$ cat config.mk
export PLATFORM = sky130hd
export DESIGN_NAME = keyed_min_score_table
export DESIGN_NICKNAME = d
export VERILOG_FILES = /design/src/hdl/kmst_pkg.sv /design/src/hdl/kmst_ctrl.sv /design/src/hdl/kmst_dpath.sv /design/src/hdl/keyed_min_score_table.sv
export VERILOG_INCLUDE_DIRS = /design/src /design/src/hdl
export SDC_FILE = /design/constraint.sdc
export NUM_CORES = 1
export LEC_CHECK = 0
export ABC_AREA = 1
export BUFFER_PORTS_ARGS = -buffer_cell sky130_fd_sc_hd__buf_2
export CAP_MARGIN = 40
export CORE_MARGIN = 2
export CORE_UTILIZATION = 50
export CTS_CLUSTER_DIAMETER = 30
export CTS_CLUSTER_SIZE = 14
export DETAILED_ROUTE_END_ITERATION = 10
export HOLD_SLACK_MARGIN = 0.05
export PLACE_DENSITY = 0.69
export SYNTH_ARGS = -nofsm -noshare
export SYNTH_HDL_FRONTEND = slang
export SYNTH_SLANG_ARGS = --single-unit
$ cat constraint.sdc
create_clock -name clock -period 4.05 [get_ports clock]
set_input_delay 0.405 -clock clock [delete_from_list [all_inputs] [get_ports clock]]
set_output_delay 0.405 -clock clock [all_outputs]
set_load 0.005 [all_outputs]
$ cat src/hdl/keyed_min_score_table_assert.svh
// assertion macros used by the keyed min score table datapath
`ifndef KEYED_MIN_SCORE_TABLE_ASSERT_SVH
`define KEYED_MIN_SCORE_TABLE_ASSERT_SVH

// same-cycle implication, checked out of reset
`define KMST_ASSERT_NOW(label, ante, cons, msg) \
   label: assert property (@(posedge clock) disable iff (reset) (ante) |-> (cons)) \
      else $error(msg);

// next-cycle implication, checked out of reset
`define KMST_ASSERT_NEXT(label, ante, cons, msg) \
   label: assert property (@(posedge clock) disable iff (reset) (ante) |=> (cons)) \
      else $error(msg);

`endif

$ cat src/hdl/kmst_pkg.sv
// shared types and constants for the keyed min score table
package kmst_pkg;

   localparam int DEPTH_DEFAULT       = 16;
   localparam int SCORE_LIMIT_DEFAULT = 25600;   // 100.0 in 8.8 fixed point

   localparam int OP_W    = 3;
   localparam int KEY_W   = 16;
   localparam int SCORE_W = 16;
   localparam int STAT_W  = 2;

   typedef enum logic [OP_W-1:0] {
      OP_INSERT    = 3'd0,
      OP_FIND_MIN  = 3'd1,
      OP_FIND_NEXT = 3'd2,
      OP_DELETE    = 3'd3,
      OP_CHANGE    = 3'd4
   } op_type;

   typedef enum logic [STAT_W-1:0] {
      STAT_OK    = 2'd0,
      STAT_FULL  = 2'd1,
      STAT_EMPTY = 2'd2
   } status_type;

   typedef enum logic [2:0] {
      ST_IDLE,
      ST_CHECK,
      ST_SCAN,
      ST_DRAIN,
      ST_FINISH
   } state_type;

   typedef struct packed {
      logic [KEY_W-1:0]   key;
      logic [SCORE_W-1:0] score;
   } entry_type;

   // controller to datapath
   typedef struct packed {
      logic load;     // capture the request
      logic start;    // set up a sweep
      logic issue;    // read one slot and step the index
      logic finish;   // apply side effects and load the response
   } ctl_cmd_type;

   // datapath to controller
   typedef struct packed {
      logic no_scan;
      logic scan_last;
      logic rsp_free;
   } dp_stat_type;

endpackage

$ cat src/hdl/kmst_ctrl.sv
// sequencer for the keyed min score table sweeps
module kmst_ctrl (
   input  logic                  clock,
   input  logic                  reset,
   input  logic                  req_tvalid,
   output logic                  req_tready,
   output kmst_pkg::ctl_cmd_type cmd,
   input  kmst_pkg::dp_stat_type stat
);
   import kmst_pkg::*;

   state_type state_ff;
   state_type state_in;

   always_ff @(posedge clock) begin
      if (reset) begin
         state_ff <= ST_IDLE;
      end else begin
         state_ff <= state_in;
      end
   end

   always_comb begin
      state_in   = state_ff;
      cmd        = '0;
      req_tready = 1'b0;
      unique case (state_ff)
         ST_IDLE: begin
            req_tready = 1'b1;
            if (req_tvalid) begin
               cmd.load = 1'b1;
               state_in = ST_CHECK;
            end
         end
         ST_CHECK: begin
            if (stat.no_scan) begin
               state_in = ST_FINISH;
            end else begin
               cmd.start = 1'b1;
               state_in  = ST_SCAN;
            end
         end
         ST_SCAN: begin
            cmd.issue = 1'b1;
            if (stat.scan_last) begin
               state_in = ST_DRAIN;
            end
         end
         ST_DRAIN: begin
            // last read word is consumed here
            state_in = ST_FINISH;
         end
         ST_FINISH: begin
            if (stat.rsp_free) begin
               cmd.finish = 1'b1;
               state_in   = ST_IDLE;
            end
         end
         default: begin
            state_in = ST_IDLE;
         end
      endcase
   end

endmodule

$ cat src/hdl/kmst_dpath.sv
// slot memory, sweep datapath and response register
`include "keyed_min_score_table_assert.svh"

module kmst_dpath #(
   parameter int DEPTH       = kmst_pkg::DEPTH_DEFAULT,
   parameter int SCORE_LIMIT = kmst_pkg::SCORE_LIMIT_DEFAULT
) (
   input  logic                          clock,
   input  logic                          reset,
   input  kmst_pkg::ctl_cmd_type         cmd,
   output kmst_pkg::dp_stat_type         stat,
   input  logic [kmst_pkg::OP_W-1:0]     req_op,
   input  logic [kmst_pkg::KEY_W-1:0]    req_key,
   input  logic [kmst_pkg::SCORE_W-1:0]  req_score,
   output logic                          rsp_valid,
   input  logic                          rsp_ready,
   output logic                          rsp_found,
   output logic [kmst_pkg::KEY_W-1:0]    rsp_key,
   output logic [kmst_pkg::SCORE_W-1:0]  rsp_score,
   output logic [kmst_pkg::STAT_W-1:0]   rsp_status
);
   import kmst_pkg::*;

   localparam int IDX_W = $clog2(DEPTH);
   localparam int CNT_W = $clog2(DEPTH + 1);

   entry_type slot_mem [DEPTH];

   logic [OP_W-1:0]    op_ff;
   logic [KEY_W-1:0]   key_ff;
   logic [SCORE_W-1:0] score_ff;

   logic [CNT_W-1:0]   count_ff, count_in;
   logic [IDX_W-1:0]   idx_ff, idx_in;
   logic [CNT_W-1:0]   wr_ptr_ff, wr_ptr_in;
   logic               rd_vld_ff;
   logic [IDX_W-1:0]   rd_idx_ff;
   entry_type          rd_data_ff;

   logic [SCORE_W-1:0] best_ff, best_in;
   logic [KEY_W-1:0]   best_key_ff, best_key_in;
   logic               found_ff, found_in;

   logic               rsp_valid_ff;
   logic               rsp_found_ff;
   logic [KEY_W-1:0]   rsp_key_ff;
   logic [SCORE_W-1:0] rsp_score_ff;
   status_type         rsp_status_ff;

   logic               op_known;
   logic               is_insert;
   logic               is_empty;
   logic               is_full;
   logic               op_go;
   status_type         status_code;
   logic               key_hit;

   logic               wr_en;
   logic [IDX_W-1:0]   wr_addr;
   entry_type          wr_data;

   // ---- decode of the captured request ----
   always_comb begin
      op_known  = (op_ff <= OP_CHANGE);
      is_insert = (op_ff == OP_INSERT);
      is_empty  = (count_ff == '0);
      is_full   = (count_ff == CNT_W'(DEPTH));
      key_hit   = (rd_data_ff.key == key_ff);
      priority if (!op_known) begin
         status_code = STAT_OK;
      end else if (!is_insert && is_empty) begin
         status_code = STAT_EMPTY;
      end else if (is_insert && is_full) begin
         status_code = STAT_FULL;
      end else begin
         status_code = STAT_OK;
      end
      op_go = op_known && (status_code == STAT_OK);

      stat.no_scan   = !op_known || is_empty || (is_insert && is_full);
      stat.scan_last = is_insert ? (idx_ff == '0)
                                 : (CNT_W'(idx_ff) == count_ff - CNT_W'(1));
      stat.rsp_free  = !rsp_valid_ff || rsp_ready;
   end

   // ---- slot memory write port ----
   always_comb begin
      wr_en   = 1'b0;
      wr_addr = '0;
      wr_data = rd_data_ff;
      priority if (cmd.finish && op_go && is_insert) begin
         wr_en         = 1'b1;
         wr_addr       = '0;
         wr_data.key   = key_ff;
         wr_data.score = score_ff;
      end else if (rd_vld_ff) begin
         unique case (op_ff)
            OP_INSERT: begin
               // shift one slot toward the old end
               wr_en   = 1'b1;
               wr_addr = rd_idx_ff + IDX_W'(1);
            end
            OP_DELETE: begin
               // compact survivors toward slot zero
               wr_en   = !key_hit;
               wr_addr = wr_ptr_ff[IDX_W-1:0];
            end
            OP_CHANGE: begin
               wr_en         = key_hit;
               wr_addr       = rd_idx_ff;
               wr_data.score = score_ff;
            end
            default: begin
               wr_en = 1'b0;
            end
         endcase
      end
   end

   always_ff @(posedge clock) begin
      if (wr_en) begin
         slot_mem[wr_addr] <= wr_data;
      end
      if (cmd.issue) begin
         rd_data_ff <= slot_mem[idx_ff];
      end
   end

   // ---- sweep bookkeeping and search ----
   always_comb begin
      idx_in      = idx_ff;
      wr_ptr_in   = wr_ptr_ff;
      best_in     = best_ff;
      best_key_in = best_key_ff;
      found_in    = found_ff;
      count_in    = count_ff;

      if (cmd.start) begin
         idx_in    = is_insert ? IDX_W'(count_ff - CNT_W'(1)) : '0;
         wr_ptr_in = '0;
      end else if (cmd.issue) begin
         idx_in = is_insert ? idx_ff - IDX_W'(1) : idx_ff + IDX_W'(1);
      end

      if (cmd.load) begin
         best_in     = SCORE_W'(SCORE_LIMIT);
         best_key_in = '0;
         found_in    = 1'b0;
      end else if (rd_vld_ff) begin
         if (op_ff == OP_FIND_MIN && rd_data_ff.score < best_ff) begin
            best_in     = rd_data_ff.score;
            best_key_in = rd_data_ff.key;
            found_in    = 1'b1;
         end
         if (op_ff == OP_FIND_NEXT && rd_data_ff.score <= best_ff &&
             rd_data_ff.score >= score_ff && !key_hit) begin
            best_in     = rd_data_ff.score;
            best_key_in = rd_data_ff.key;
            found_in    = 1'b1;
         end
         if (op_ff == OP_DELETE && !key_hit) begin
            wr_ptr_in = wr_ptr_ff + CNT_W'(1);
         end
      end

      if (cmd.finish && op_go) begin
         if (is_insert) begin
            count_in = count_ff + CNT_W'(1);
         end else if (op_ff == OP_DELETE) begin
            count_in = wr_ptr_ff;
         end
      end
   end

   always_ff @(posedge clock) begin
      if (reset) begin
         count_ff     <= '0;
         rd_vld_ff    <= 1'b0;
         rsp_valid_ff <= 1'b0;
      end else begin
         count_ff  <= count_in;
         rd_vld_ff <= cmd.issue;
         if (cmd.finish) begin
            rsp_valid_ff <= 1'b1;
         end else if (rsp_ready) begin
            rsp_valid_ff <= 1'b0;
         end
      end
   end

   always_ff @(posedge clock) begin
      idx_ff      <= idx_in;
      wr_ptr_ff   <= wr_ptr_in;
      best_ff     <= best_in;
      best_key_ff <= best_key_in;
      found_ff    <= found_in;
      if (cmd.issue) begin
         rd_idx_ff <= idx_ff;
      end
      if (cmd.load) begin
         op_ff    <= req_op;
         key_ff   <= req_key;
         score_ff <= req_score;
      end
      if (cmd.finish) begin
         rsp_found_ff  <= found_ff;
         rsp_key_ff    <= found_ff ? best_key_ff : '0;
         rsp_score_ff  <= found_ff ? best_ff : '0;
         rsp_status_ff <= status_code;
      end
   end

   assign rsp_valid  = rsp_valid_ff;
   assign rsp_found  = rsp_found_ff;
   assign rsp_key    = rsp_key_ff;
   assign rsp_score  = rsp_score_ff;
   assign rsp_status = rsp_status_ff;

   `KMST_ASSERT_NOW(a_count_bound, 1'b1, count_ff <= CNT_W'(DEPTH),
      "entry count above depth")
   `KMST_ASSERT_NOW(a_compact_order, rd_vld_ff && op_ff == OP_DELETE,
      wr_ptr_ff <= CNT_W'(rd_idx_ff), "compaction write overtook read")
   `KMST_ASSERT_NEXT(a_insert_count, cmd.finish && op_go && is_insert,
      count_ff == $past(count_ff) + CNT_W'(1), "insert did not grow the table")
   `KMST_ASSERT_NOW(a_rsp_no_overwrite, cmd.finish, !rsp_valid_ff || rsp_ready,
      "pending response overwritten")

endmodule

$ cat src/hdl/keyed_min_score_table.sv
// top level of the keyed min score table
//
// Holds up to DEPTH entries of (key, score), newest first, in a slot memory
// with one write port and one registered read port. Every request gives exactly one
// response. Insert, find-min, find-next, delete and change each sweep the
// occupied slots one per cycle through the memory read port; a new request
// is taken only after the previous one has finished its sweep. Requests
// that need no sweep (empty table, full table on insert, unknown op code,
// insert into an empty table) go from the check straight to the response.
// A finished response sits in an output register, so the next request
// transfer can happen while the previous response still waits.
// Scores are unsigned 8.8 fixed point; SCORE_LIMIT is the find limit.
module keyed_min_score_table #(
   parameter int DEPTH       = kmst_pkg::DEPTH_DEFAULT,
   parameter int SCORE_LIMIT = kmst_pkg::SCORE_LIMIT_DEFAULT
) (
   input  logic        clock,
   input  logic        reset,
   // request channel
   input  logic        req_tvalid,
   output logic        req_tready,
   input  logic [31:0] req_tdata,    // key [15:0], score [31:16]
   input  logic [2:0]  req_tuser,    // op [2:0]
   // response channel
   output logic        rsp_tvalid,
   input  logic        rsp_tready,
   output logic [31:0] rsp_tdata,    // key_out [15:0], score_out [31:16]
   output logic [2:0]  rsp_tuser     // found [0], status [2:1]
);
   import kmst_pkg::*;

   ctl_cmd_type cmd;
   dp_stat_type stat;

   logic               rsp_found;
   logic [KEY_W-1:0]   rsp_key;
   logic [SCORE_W-1:0] rsp_score;
   logic [STAT_W-1:0]  rsp_status;

   // sequencer: accepts a request, runs the sweep, hands off the response
   kmst_ctrl u_ctrl (
      .clock      (clock),
      .reset      (reset),
      .req_tvalid (req_tvalid),
      .req_tready (req_tready),
      .cmd        (cmd),
      .stat       (stat)
   );

   // slot memory, compare logic and response register
   kmst_dpath #(
      .DEPTH       (DEPTH),
      .SCORE_LIMIT (SCORE_LIMIT)
   ) u_dpath (
      .clock      (clock),
      .reset      (reset),
      .cmd        (cmd),
      .stat       (stat),
      .req_op     (req_tuser[OP_W-1:0]),
      .req_key    (req_tdata[KEY_W-1:0]),
      .req_score  (req_tdata[KEY_W+SCORE_W-1:KEY_W]),
      .rsp_valid  (rsp_tvalid),
      .rsp_ready  (rsp_tready),
      .rsp_found  (rsp_found),
      .rsp_key    (rsp_key),
      .rsp_score  (rsp_score),
      .rsp_status (rsp_status)
   );

   // pack the response fields, lowest first
   assign rsp_tdata = {rsp_score, rsp_key};
   assign rsp_tuser = {rsp_status, rsp_found};

endmodule
==> reports/summary.txt, run 1 <==
Status - completed
Hold Vio Cnt, Final - 0
Top-area cell type share of the netlist area - 67.8%
Synth Net Count - 2,370
Crit path capture type - flip-flop
FF+latch count, synth - 670
Register area share after synthesis - 71.3%
DRC Markers - 0
CTS Root Cell - clkbuf_16
Final setup vio count - 0
CP top delay family - simple AND/OR/NAND/NOR gates
Worst path buffer plus inverter count - 3
Cells along the critical path - nor2_4 -> nand2_2 -> inv_2 -> nand3_4 -> inv_2 -> nor3_2 -> nor2_1 -> nand2_1 -> nor2_4 -> buf_12
Post-CTS setup buffers - 0
Post-synth top cells - 622 x edfxtp_1, 346 x nor2_1, 304 x o21ai_0
Vias per cell - 5.86
Iteration-0 DRC Markers - 2,189
Clock-pin slew on the worst setup and hold paths - 0.05 ns
Synth area leader - edfxtp_1
Fillcell total - 4,019
Core Region - 54,800 µm²
Largest net degree at the start of global routing - 211
Static leakage - 12.1 nW
Distinct cell type count after synthesis - 47
Sequential Area - 19,600 µm²
Most common cell in the netlist - edfxtp_1
Slew margin rel. - 19.7%
Number of enable flip-flop cells after synthesis - 622
CTS buffer count - 115
Post-route cell area - 33,500 µm²
Initial antenna violation count - 1
Post-detail-place hpwl - 41,300 µm
First-pass GRT wire length - 109,000 µm
Vias after detailed routing - 19,200
Die area - 57,000 µm²
Die span in x - 239 µm
RD Place Congestion - 0.901
CTS tree - built
Achievable Freq - 286 MHz
Worst Clk Skew - 0.0250 ns
Deepest clock path buffer count - 3
Worst-Margin Slew - 1.20 ns
CP max FO - 32
Cell Area, Synth - 27,500 µm²
Clock Latency Late Sink - 0.67 ns
Max layer used - met4
Area after DPL - 29,200 µm²
Syn avg cell area - 12.0 µm²
Crit Path Class - reg2reg
GRT Total Usage - 25.3%
Max-cap violations - 0
VDD IR-drop max - 0.345 mV
Slowest cell on crit path - edfxtp_1
Port bufs - 75
Final core utilization - 61.2%
Critical Path Max Stage Delay - 0.48 ns
CP startpoint kind - flip-flop
Area occupied by multi-input gates - 6920 µm²
Met1 Wirelength - 29,000 µm
# diodes - 0
Min cycle time layout - 3.49 ns
Clock sink count - 670
Synthesis-to-finish area growth - 21.6%
DR WL met3 - 6740 µm
Met2 routed WL - 33,900 µm
Worst hold path class - in2reg
R2R setup slack - 0.56 ns
Die Y - 239 µm
Post-Route WL - 71,500 µm
# rows - 86
Critical path data required time - 4.41 ns
Crit share post-route - 86.3%
Max Slew Vio Count - 0
CP Data Arrival Time - 3.85 ns
Per-cell routed wire length - 21.8 µm
Final nets - 2,552
Initial core utilization - 50.3%
PwrDens - 523 nW/µm²
# IOs - 76
Vias in the first global route - 18,900
Asr flop ratio synth - 0%
Hold Worst Slack - 0.100 ns
DR pass1 iterations - 6
DRT antenna net count - 0
Synth warn - 0
H-tree Lvls - 3
Synth Instances - 2,291
RSZ-0062 raised after global routing - no
Synth area leaders - edfxtp_1 68%, o21ai_0 5.5%, nor2_1 4.7%
Synth Flop Type - edfxtp_1
Layout cell share with drive strength beyond 1 - 15.5%
Grt ovf - 0
where the power goes:
part	total, mW	switching, mW	internal (mW)
clock	9.64	3.46	6.18
sequential	7.56	0.0284	7.53
combinational	0.308	0.199	0.109
total	17.5	3.68	13.8
sequential cells by signal (all words and copies together) (netlist names), 3 cells and up:
signal	flops
u_dpath.slot_mem	512
u_dpath.rd_data_ff	32
u_dpath.best_ff	16
u_dpath.best_key_ff	16
u_dpath.key_ff	16
u_dpath.rsp_key	16
u_dpath.rsp_score	16
u_dpath.score_ff	16
u_dpath.count_ff	5
u_dpath.wr_ptr_ff	5
u_dpath.idx_ff	4
u_dpath.rd_idx_ff	4
u_ctrl.state_ff	3
u_dpath.op_ff	3
worst min-delay path, cell delays in order:
cell and delay [ns]:
buf_2 0.08, nor2_1 0.08, nor2_1 0.11, nor2_1 0.04
cells by family after synthesis:
logic type      after synthesis  share of synthesized area [%]
buf+inv                     287                           4.08
flops                       670                           71.3
compound gates              530                           11.1
fa+ha+maj                    40                           1.85
simple gates                749                           11.2
mux                           1                         0.0364
xor+xnor                     14                          0.445
what timing repair did:
item                                   in CTS  in global routing
gates resized for setup                     0                  0
hold buffers                               37                  0
endpoints found under the hold margin      42                  0
metrics by stage:
stage / TNS, ns / instances / setup WS (ns) / total power [mW]
after floorplan: -102.91 / 2291 / -0.306 / 7.85
after global placement: 0 / 3019 / 0.746 / 7.95
after detailed placement: 0 / 3023 / 0.613 / 7.96
after CTS: 0 / 3279 / 0.600 / 17.6
after global routing: 0 / 3279 / 0.380 / 17.9
final: 0 / 3279 / 0.557 / 17.5
metal layers:
layer | track usage [%] | vias up
met3 | 4.45 | 116
met1 | 34.8 | 9489
met5 | 0 | -
met2 | 40.4 | 985
met4 | 9.45 | 0
li1 | - | 8630
layout make-up:
type / instances / area share [%]
Sequential cell: 670 / 58.6
Timing Repair Buffer: 196 / 4.58
Multi-Input combinational cell: 1334 / 20.7
Clock buffer: 136 / 8.98
Tap cell: 704 / 2.63
Clock inverter: 83 / 2.75
Inverter: 156 / 1.77
layout by cell type, fill, tap and decap left out, drive strengths merged, types with 2 or more instances in the layout:
master	n
a21o	3
a21oi	68
a22oi	13
a31oi	2
buf	159
bufinv	13
clkbuf	136
clkinv	38
clkinvlp	18
dfxtp	48
dlygate4sd3	37
edfxtp	622
ha	39
inv	170
nand2	280
nand3	99
nand4	4
nor2	350
nor3	12
o211ai	12
o21ai	308
o221ai	54
o22ai	66
xnor2	8
xor2	6
worst paths after layout:
check	to	cells past startpoint	start
min	u_dpath.rsp_valid	4	rsp_tready
max reg2reg	u_dpath.slot_mem[8][2]	10	u_dpath.op_ff[1]
max	u_dpath.slot_mem[8][2]	10	u_dpath.op_ff[1]
min reg2reg	u_dpath.best_key_ff[1]	2	u_dpath.best_key_ff[1]
Note: power is estimated with default switching activity, not from simulation.
==> run 2, diff against run 1 <==
- CORE_UTILIZATION: 50 -> 30
- PLACE_DENSITY: 0.69 -> unset
==> run 2 against run 1 <==
Effect of this change:
- first-iteration DRC count decreased by 12%
- clock skew decreased by 0.0015 ns
- non-clock buffer count decreased by 3
- routed wire length increased by 1.5%
- final area increased by 2.6%
- setup slack improved by 0.38 ns
==> reports/summary.txt, run 2 (synthesis results as in run 1) <==
Status - completed
Die span in x - 307 µm (+29%)
Hold Vio Cnt, Final - 0 (unchanged)
Post-CTS setup buffers - 0 (unchanged)
Deepest clock path buffer count - 3 (unchanged)
Die Y - 307 µm (+29%)
Net load switching power - 3.69 mW (+0.20%)
Port bufs - 75 (unchanged)
Final setup vio count - 0 (unchanged)
Final nets - 2,553 (+0.039%)
CP startpoint kind - flip-flop
Die area - 94,200 µm² (+65%)
Slew margin rel. - 41.2% (+21 points)
Layout cell share with drive strength beyond 1 - 15.8% (+0.30 points)
Sw Ratio - 20.5% (-0.54 points)
Clock sink count - 670 (unchanged)
VDD IR-drop max - 0.338 mV (-2.0%)
# IOs - 76 (unchanged)
Max reg flops - 512 (unchanged)
Min cycle time layout - 3.11 ns (-0.381 ns)
Synthesis-to-finish area growth - 24.9%
Most flop-heavy register - u_dpath.slot_mem
PwrDens - 524 nW/µm² (+0.18%)
Clock Latency Late Sink - 0.67 ns (about the same)
Most frequent cells in the layout - 622 x edfxtp_1, 327 x nor2_1, 304 x o21ai_0
Cells on Worst Hold Path - 4 (unchanged)
Non-Filler Instances - 3,765 (+15%)
RD Place Congestion - 0.845 (-6.2%)
CP Depth - 10 (unchanged)
First-pass GRT wire length - 109,000 µm (-0.25%)
Achievable Freq - 321 MHz (+12%)
Vias per cell - 4.88 (-17%)
CTS tree - built
Crit path from - u_dpath.op_ff[1]
CP max FO - 21 (-34%)
H-tree Lvls - 3 (unchanged)
Setup TNS Final - 0 ns (unchanged)
Post-detail-place hpwl - 43,800 µm (+6.1%)
Largest registers - u_dpath.slot_mem (512), u_dpath.rd_data_ff (32)
Commonest non-fill, non-tap cell in the layout - edfxtp_1
P_int - 14.3 mW (+3.5%)
Initial core utilization - 30.2% (-20 points)
Crit share post-route - 76.8% (-9.4 points)
Worst-Margin Slew - 0.882 ns (-0.322 ns)
Grt ovf - 0 (unchanged)
Critical Path Max Stage Delay - 0.45 ns (-0.03 ns)
Max-cap violations - 0 (unchanged)
CTS buffer count - 119 (+3.5%)
CP top delay family - simple AND/OR/NAND/NOR gates
Flop pwr share - 42.0% (-1.2 points)
Largest net degree at the start of global routing - 150 (-29%)
Core Region - 91,200 µm² (+67%)
Worst Clk Skew - 0.0235 ns (-0.00149 ns)
CP endpoint - u_dpath.slot_mem[4][4]
Worst hold path class - in2reg
CP Data Arrival Time - 3.46 ns (-0.39 ns)
CTS Root Cell - clkbuf_16
Cells along the critical path - nor2_4 -> nand2_2 -> inv_2 -> nand3_4 -> inv_2 -> nor3_2 -> nor2_1 -> nand2_1 -> nor2_4 -> buf_12
Critical path data required time - 4.39 ns (-0.02 ns)
DR pass1 iterations - 5 (-1)
Post-Place Cells - 3,502 (+16%)
R2R Path End - u_dpath.slot_mem[4][4]
Iteration-0 DRC Markers - 1,924 (-12%)
Reg2Reg Launch Point - u_dpath.op_ff[1]
RSZ-0062 raised after global routing - no
Crit path capture type - flip-flop
Worst path buffer plus inverter count - 3 (unchanged)
Clock power share - 56.3% (+1.3 points)
# rows - 111 (+29%)
GRT Total Usage - 15.2% (-10 points)
Slowest cell on crit path - edfxtp_1
Hold path start - rsp_tready
R2R setup slack - 0.94 ns (+0.38 ns)
Initial antenna violation count - 2 (+1)
Post-Route WL - 72,600 µm (+1.5%)
Cells on worst reg2reg path - 10 (unchanged)
DRT antenna net count - 0 (unchanged)
Vias in the first global route - 17,800 (-5.5%)
Clock-pin slew on the worst setup and hold paths - 0.05 ns (about the same)
Per-cell routed wire length - 19.3 µm (-12%)
Max Slew Vio Count - 0 (unchanged)
Crit Path Class - reg2reg
Static leakage - 12.2 nW (+1.0%)
DRC Markers - 0 (unchanged)
Gate power share - 1.7% (about the same)
Vias after detailed routing - 18,400 (-4.4%)
-- run 2: cell count changes in the layout (fill, tap and decap cells not counted), sizes merged --
cell	delta
clkinv	+10
inv	-3
clkinvlp	-1
diode	+2
bufinv	+5
clkbuf	-6
buf	-3
-- run 2: power groups by stage --
| stage | logic (mW) | clock network, mW | registers, mW |
|---|---|---|---|
| after global routing | 0.342 | 10.6 | 7.55 |
| after CTS | 0.311 | 10.2 | 7.56 |
| after floorplan | 0.164 | 0 | 7.68 |
| final | 0.306 | 10.1 | 7.56 |
| after detailed placement | 0.280 | 0 | 7.69 |
| after global placement | 0.274 | 0 | 7.69 |
-- run 2: how the worst min path moves through the flow --
stage and end:
6_report u_dpath.rsp_valid, 3_5_place_dp u_dpath.wr_ptr_ff[4], 2_1_floorplan u_dpath.rsp_found, 4_1_cts u_dpath.rsp_valid
5_1_grt u_dpath.rsp_valid, 3_3_place_gp u_dpath.wr_ptr_ff[4]
-- run 2: repair_timing --
| item | CTS | global route |
|---|---|---|
| resized for setup | 0 | 0 |
| hold buffers | 37 | 0 |
| endpoints found under the hold margin | 41 | 0 |
-- run 2: cell type report --
class	count	area (µm²)
clock buffers	130	3090
multi-input cells	1334	6920
repair buffers	193	1590
clock inverters	94	1050
diodes	2	5.00
well taps	1186	1480
flip-flops and latches	670	19600
inverters	156	594
fillers	8567	56900
-- run 2: per-stage QoR --
stage	worst slack (ns)	hold slack (ns)	area [µm²]	util [%]	total power [mW]
6_report	0.938	0.101	34400	37.7	18.0
3_5_place_dp	0.945	0.455	29900	32.7	7.97
4_1_cts	0.914	0.0720	34400	37.7	18.1
5_1_grt	0.707	0.117	34400	37.7	18.5
2_1_floorplan	-0.306	0.406	27500	-	7.85
3_3_place_gp	0.971	0.450	29800	32.6	7.96
-- run 2: worst register-to-register path, delay by kind of cell (launching register included) --
kind,cells,cell delay (ns)
buffers and inverters,3,0.84
flip-flops,1,0.45
AND/OR/NAND/NOR,7,1.50
-- run 2: metal layers --
metal | vias up | share of wire, % | track usage, %
met5 | - | 0 | 0
met4 | 0 | 2.6 | 5.51
li1 | 8628 | - | -
met1 | 8923 | 44 | 20.8
met2 | 709 | 46 | 24.2
met3 | 114 | 7.7 | 2.74
==> run 3, diff against run 2 <==
- clock period: 4.05 -> 3.1 ns (I/O delays scaled with it)
==> run 3 against run 2 <==
Effect of this change:
- die area unchanged
- utilization is 0.64 points higher
- clock skew increased by 0.010 ns
- global-route usage up 0.31 points
- sequential power up 31%
- total power rose by 36%
- non-clock buffer count up 18
- clock-buffer cell count grew 29
- combinational power grew 36%
- setup slack lost 0.75 ns
- final area increased by 1.7%
- critical path depth unchanged
==> reports/summary.txt, run 3 (synthesis results as in run 1) <==
Crit share post-route - 94.0% (+17 points)
# IOs - 76 (unchanged)
Hold EP - u_dpath.score_ff[14]
# diodes - 0 (-2)
Max reg flops - 512 (unchanged)
H-tree Lvls - 4 (+1)
Final nets - 2,587 (+1.3%)
Cells on Worst Hold Path - 2 (-2)
Post-route cell area - 35,000 µm² (+1.7%)
DRC Markers - 0 (unchanged)
VDD IR-drop max - 0.393 mV (+16%)
Cts repair resizes - 0 (unchanged)
Vias per cell - 4.89 (+0.13%)
Area after DPL - 30,100 µm² (+0.73%)
Static leakage - 12.5 nW (+2.5%)
Final Total Pwr - 24.4 mW (+36%)
Vias after detailed routing - 18,600 (+1.2%)
DRT antenna net count - 0 (unchanged)
Per-cell routed wire length - 19.3 µm (about the same)
R2R Path End - u_dpath.slot_mem[7][29]
Max Slew Vio Count - 0 (unchanged)
Grt ovf - 0 (unchanged)
Achievable Freq - 343 MHz (+6.9%)
Min cycle time layout - 2.91 ns (-0.200 ns)
Gate power share - 1.7% (about the same)
R2R setup slack - 0.19 ns (-0.75 ns)
Final setup vio count - 0 (unchanged)
Reg2Reg Launch Point - u_dpath.op_ff[1]
Deepest clock path buffer count - 3 (unchanged)
CTS Root Cell - clkbuf_16
DR pass1 iterations - 6 (+1)
CP Data Arrival Time - 3.29 ns (-0.17 ns)
First-pass GRT wire length - 111,000 µm (+1.9%)
CTS buffer count - 135 (+13%)
Die Y - 307 µm (unchanged)
Port bufs - 75 (unchanged)
Commonest non-fill, non-tap cell in the layout - edfxtp_1
Most frequent cells in the layout - 622 x edfxtp_1, 327 x nor2_1, 303 x o21ai_0
CTS tree - built
Sw Ratio - 20.5% (+0.030 points)
Net load switching power - 5.02 mW (+36%)
Die area - 94,200 µm² (unchanged)
CP max FO - 23 (+9.5%)
Crit path capture type - flip-flop
RD Place Congestion - 0.809 (-4.3%)
Iteration-0 DRC Markers - 1,931 (+0.36%)
Core Region - 91,200 µm² (unchanged)
Crit Path Class - reg2reg
Hold Vio Cnt, Final - 0 (unchanged)
Clock power share - 57.8% (+1.5 points)
Worst Clk Skew - 0.0337 ns (+0.0102 ns)
Most flop-heavy register - u_dpath.slot_mem
GRT Total Usage - 15.5% (+0.31 points)
P_int - 19.4 mW (+36%)
Synthesis-to-finish area growth - 27.0%
Initial antenna violation count - 0 (-2)
Cts hold-fix bufs - 39 (+5.4%)
Hold path start - req_tdata[30]
Clock sink count - 670 (unchanged)
Clock Latency Late Sink - 0.71 ns (+0.04 ns)
Post-detail-place hpwl - 45,100 µm (+3.1%)
Vias in the first global route - 18,200 (+2.1%)
Flop pwr share - 40.5% (-1.5 points)
Cells on worst reg2reg path - 10 (unchanged)
Max-cap violations - 0 (unchanged)
RSZ-0062 raised after global routing - no
Slew margin rel. - 43.1% (+1.9 points)
# rows - 111 (unchanged)
Largest registers - u_dpath.slot_mem (512), u_dpath.rd_data_ff (32)
Worst hold path class - in2reg
Post-Route WL - 73,400 µm (+1.1%)
Critical path data required time - 3.48 ns (-0.91 ns)
PwrDens - 699 nW/µm² (+33%)
Layout cell share with drive strength beyond 1 - 16.7% (+0.92 points)
Die span in x - 307 µm (unchanged)
Status - completed
Worst-Margin Slew - 0.853 ns (-0.0292 ns)
Post-CTS setup buffers - 0 (unchanged)
Largest net degree at the start of global routing - 154 (+2.7%)
Initial core utilization - 30.2% (unchanged)
Clock-pin slew on the worst setup and hold paths - 0.05 ns (about the same)
CP startpoint kind - flip-flop
run 3: worst max-delay path: stages, from the launching register on:
cell and delay, ns:
edfxtp_1 0.45, nor2_4 0.19, nand2_2 0.21, nor3_4 0.27
nor2_4 0.07, nand3_4 0.20, nand3_1 0.20, nor2_1 0.40
nand2_1 0.19, nor2_4 0.18, buf_12 0.20
run 3: cell type report:
class	instances	area (µm²)
Timing Repair Buffer	211	1800
Sequential cell	670	19600
Clock inverter	90	923
Tap cell	1186	1480
Fill cell	8548	56300
Clock buffer	159	3570
Inverter	156	597
Multi-Input combinational cell	1334	6940
run 3: how the worst max path moves through the flow:
stage,depth (start not counted),slack (ns),end,startpoint
floorplan,9,-0.47,u_dpath.slot_mem[1][0],u_ctrl.state_ff[2]
global placement,13,0.33,u_dpath.slot_mem[4][29],u_dpath.rd_data_ff[29]
detailed placement,10,0.27,u_dpath.slot_mem[15][1],u_dpath.op_ff[1]
CTS,10,0.24,u_dpath.slot_mem[7][29],u_dpath.op_ff[1]
global route,10,0.009,u_dpath.slot_mem[4][29],u_dpath.op_ff[1]
finish,10,0.19,u_dpath.slot_mem[7][29],u_dpath.op_ff[1]
run 3: layer usage:
layer	part of all wire (%)	track usage [%]	vias to the layer above	wire length (µm)
li1	-	-	8710	-
met1	45	21.6	9039	33200
met2	44	23.3	722	32500
met3	8.1	3.88	128	5940
met4	2.3	5.73	0	1720
met5	0	0	-	0
run 3: power by group through the flow:
stage / registers (mW) / logic (mW) / clock network (mW)
after floorplan: 10.0 / 0.217 / 0
after global placement: 10.0 / 0.376 / 0
after detailed placement: 10.0 / 0.379 / 0
after CTS: 9.88 / 0.419 / 14.3
after global routing: 9.88 / 0.460 / 14.8
final: 9.88 / 0.415 / 14.1
run 3: stage by stage:
stage	utilization, %	setup slack, ns	TNS [ns]	hold slack [ns]	instances
CTS	38.3	0.236	0	0.298	3806
finish	38.3	0.187	0	0.326	3806
global route	38.3	0.00897	0	0.322	3806
floorplan	-	-0.468	-282.01	0.406	2291
global placement	32.9	0.333	0	0.448	3516
detailed placement	33.0	0.271	0	0.454	3518
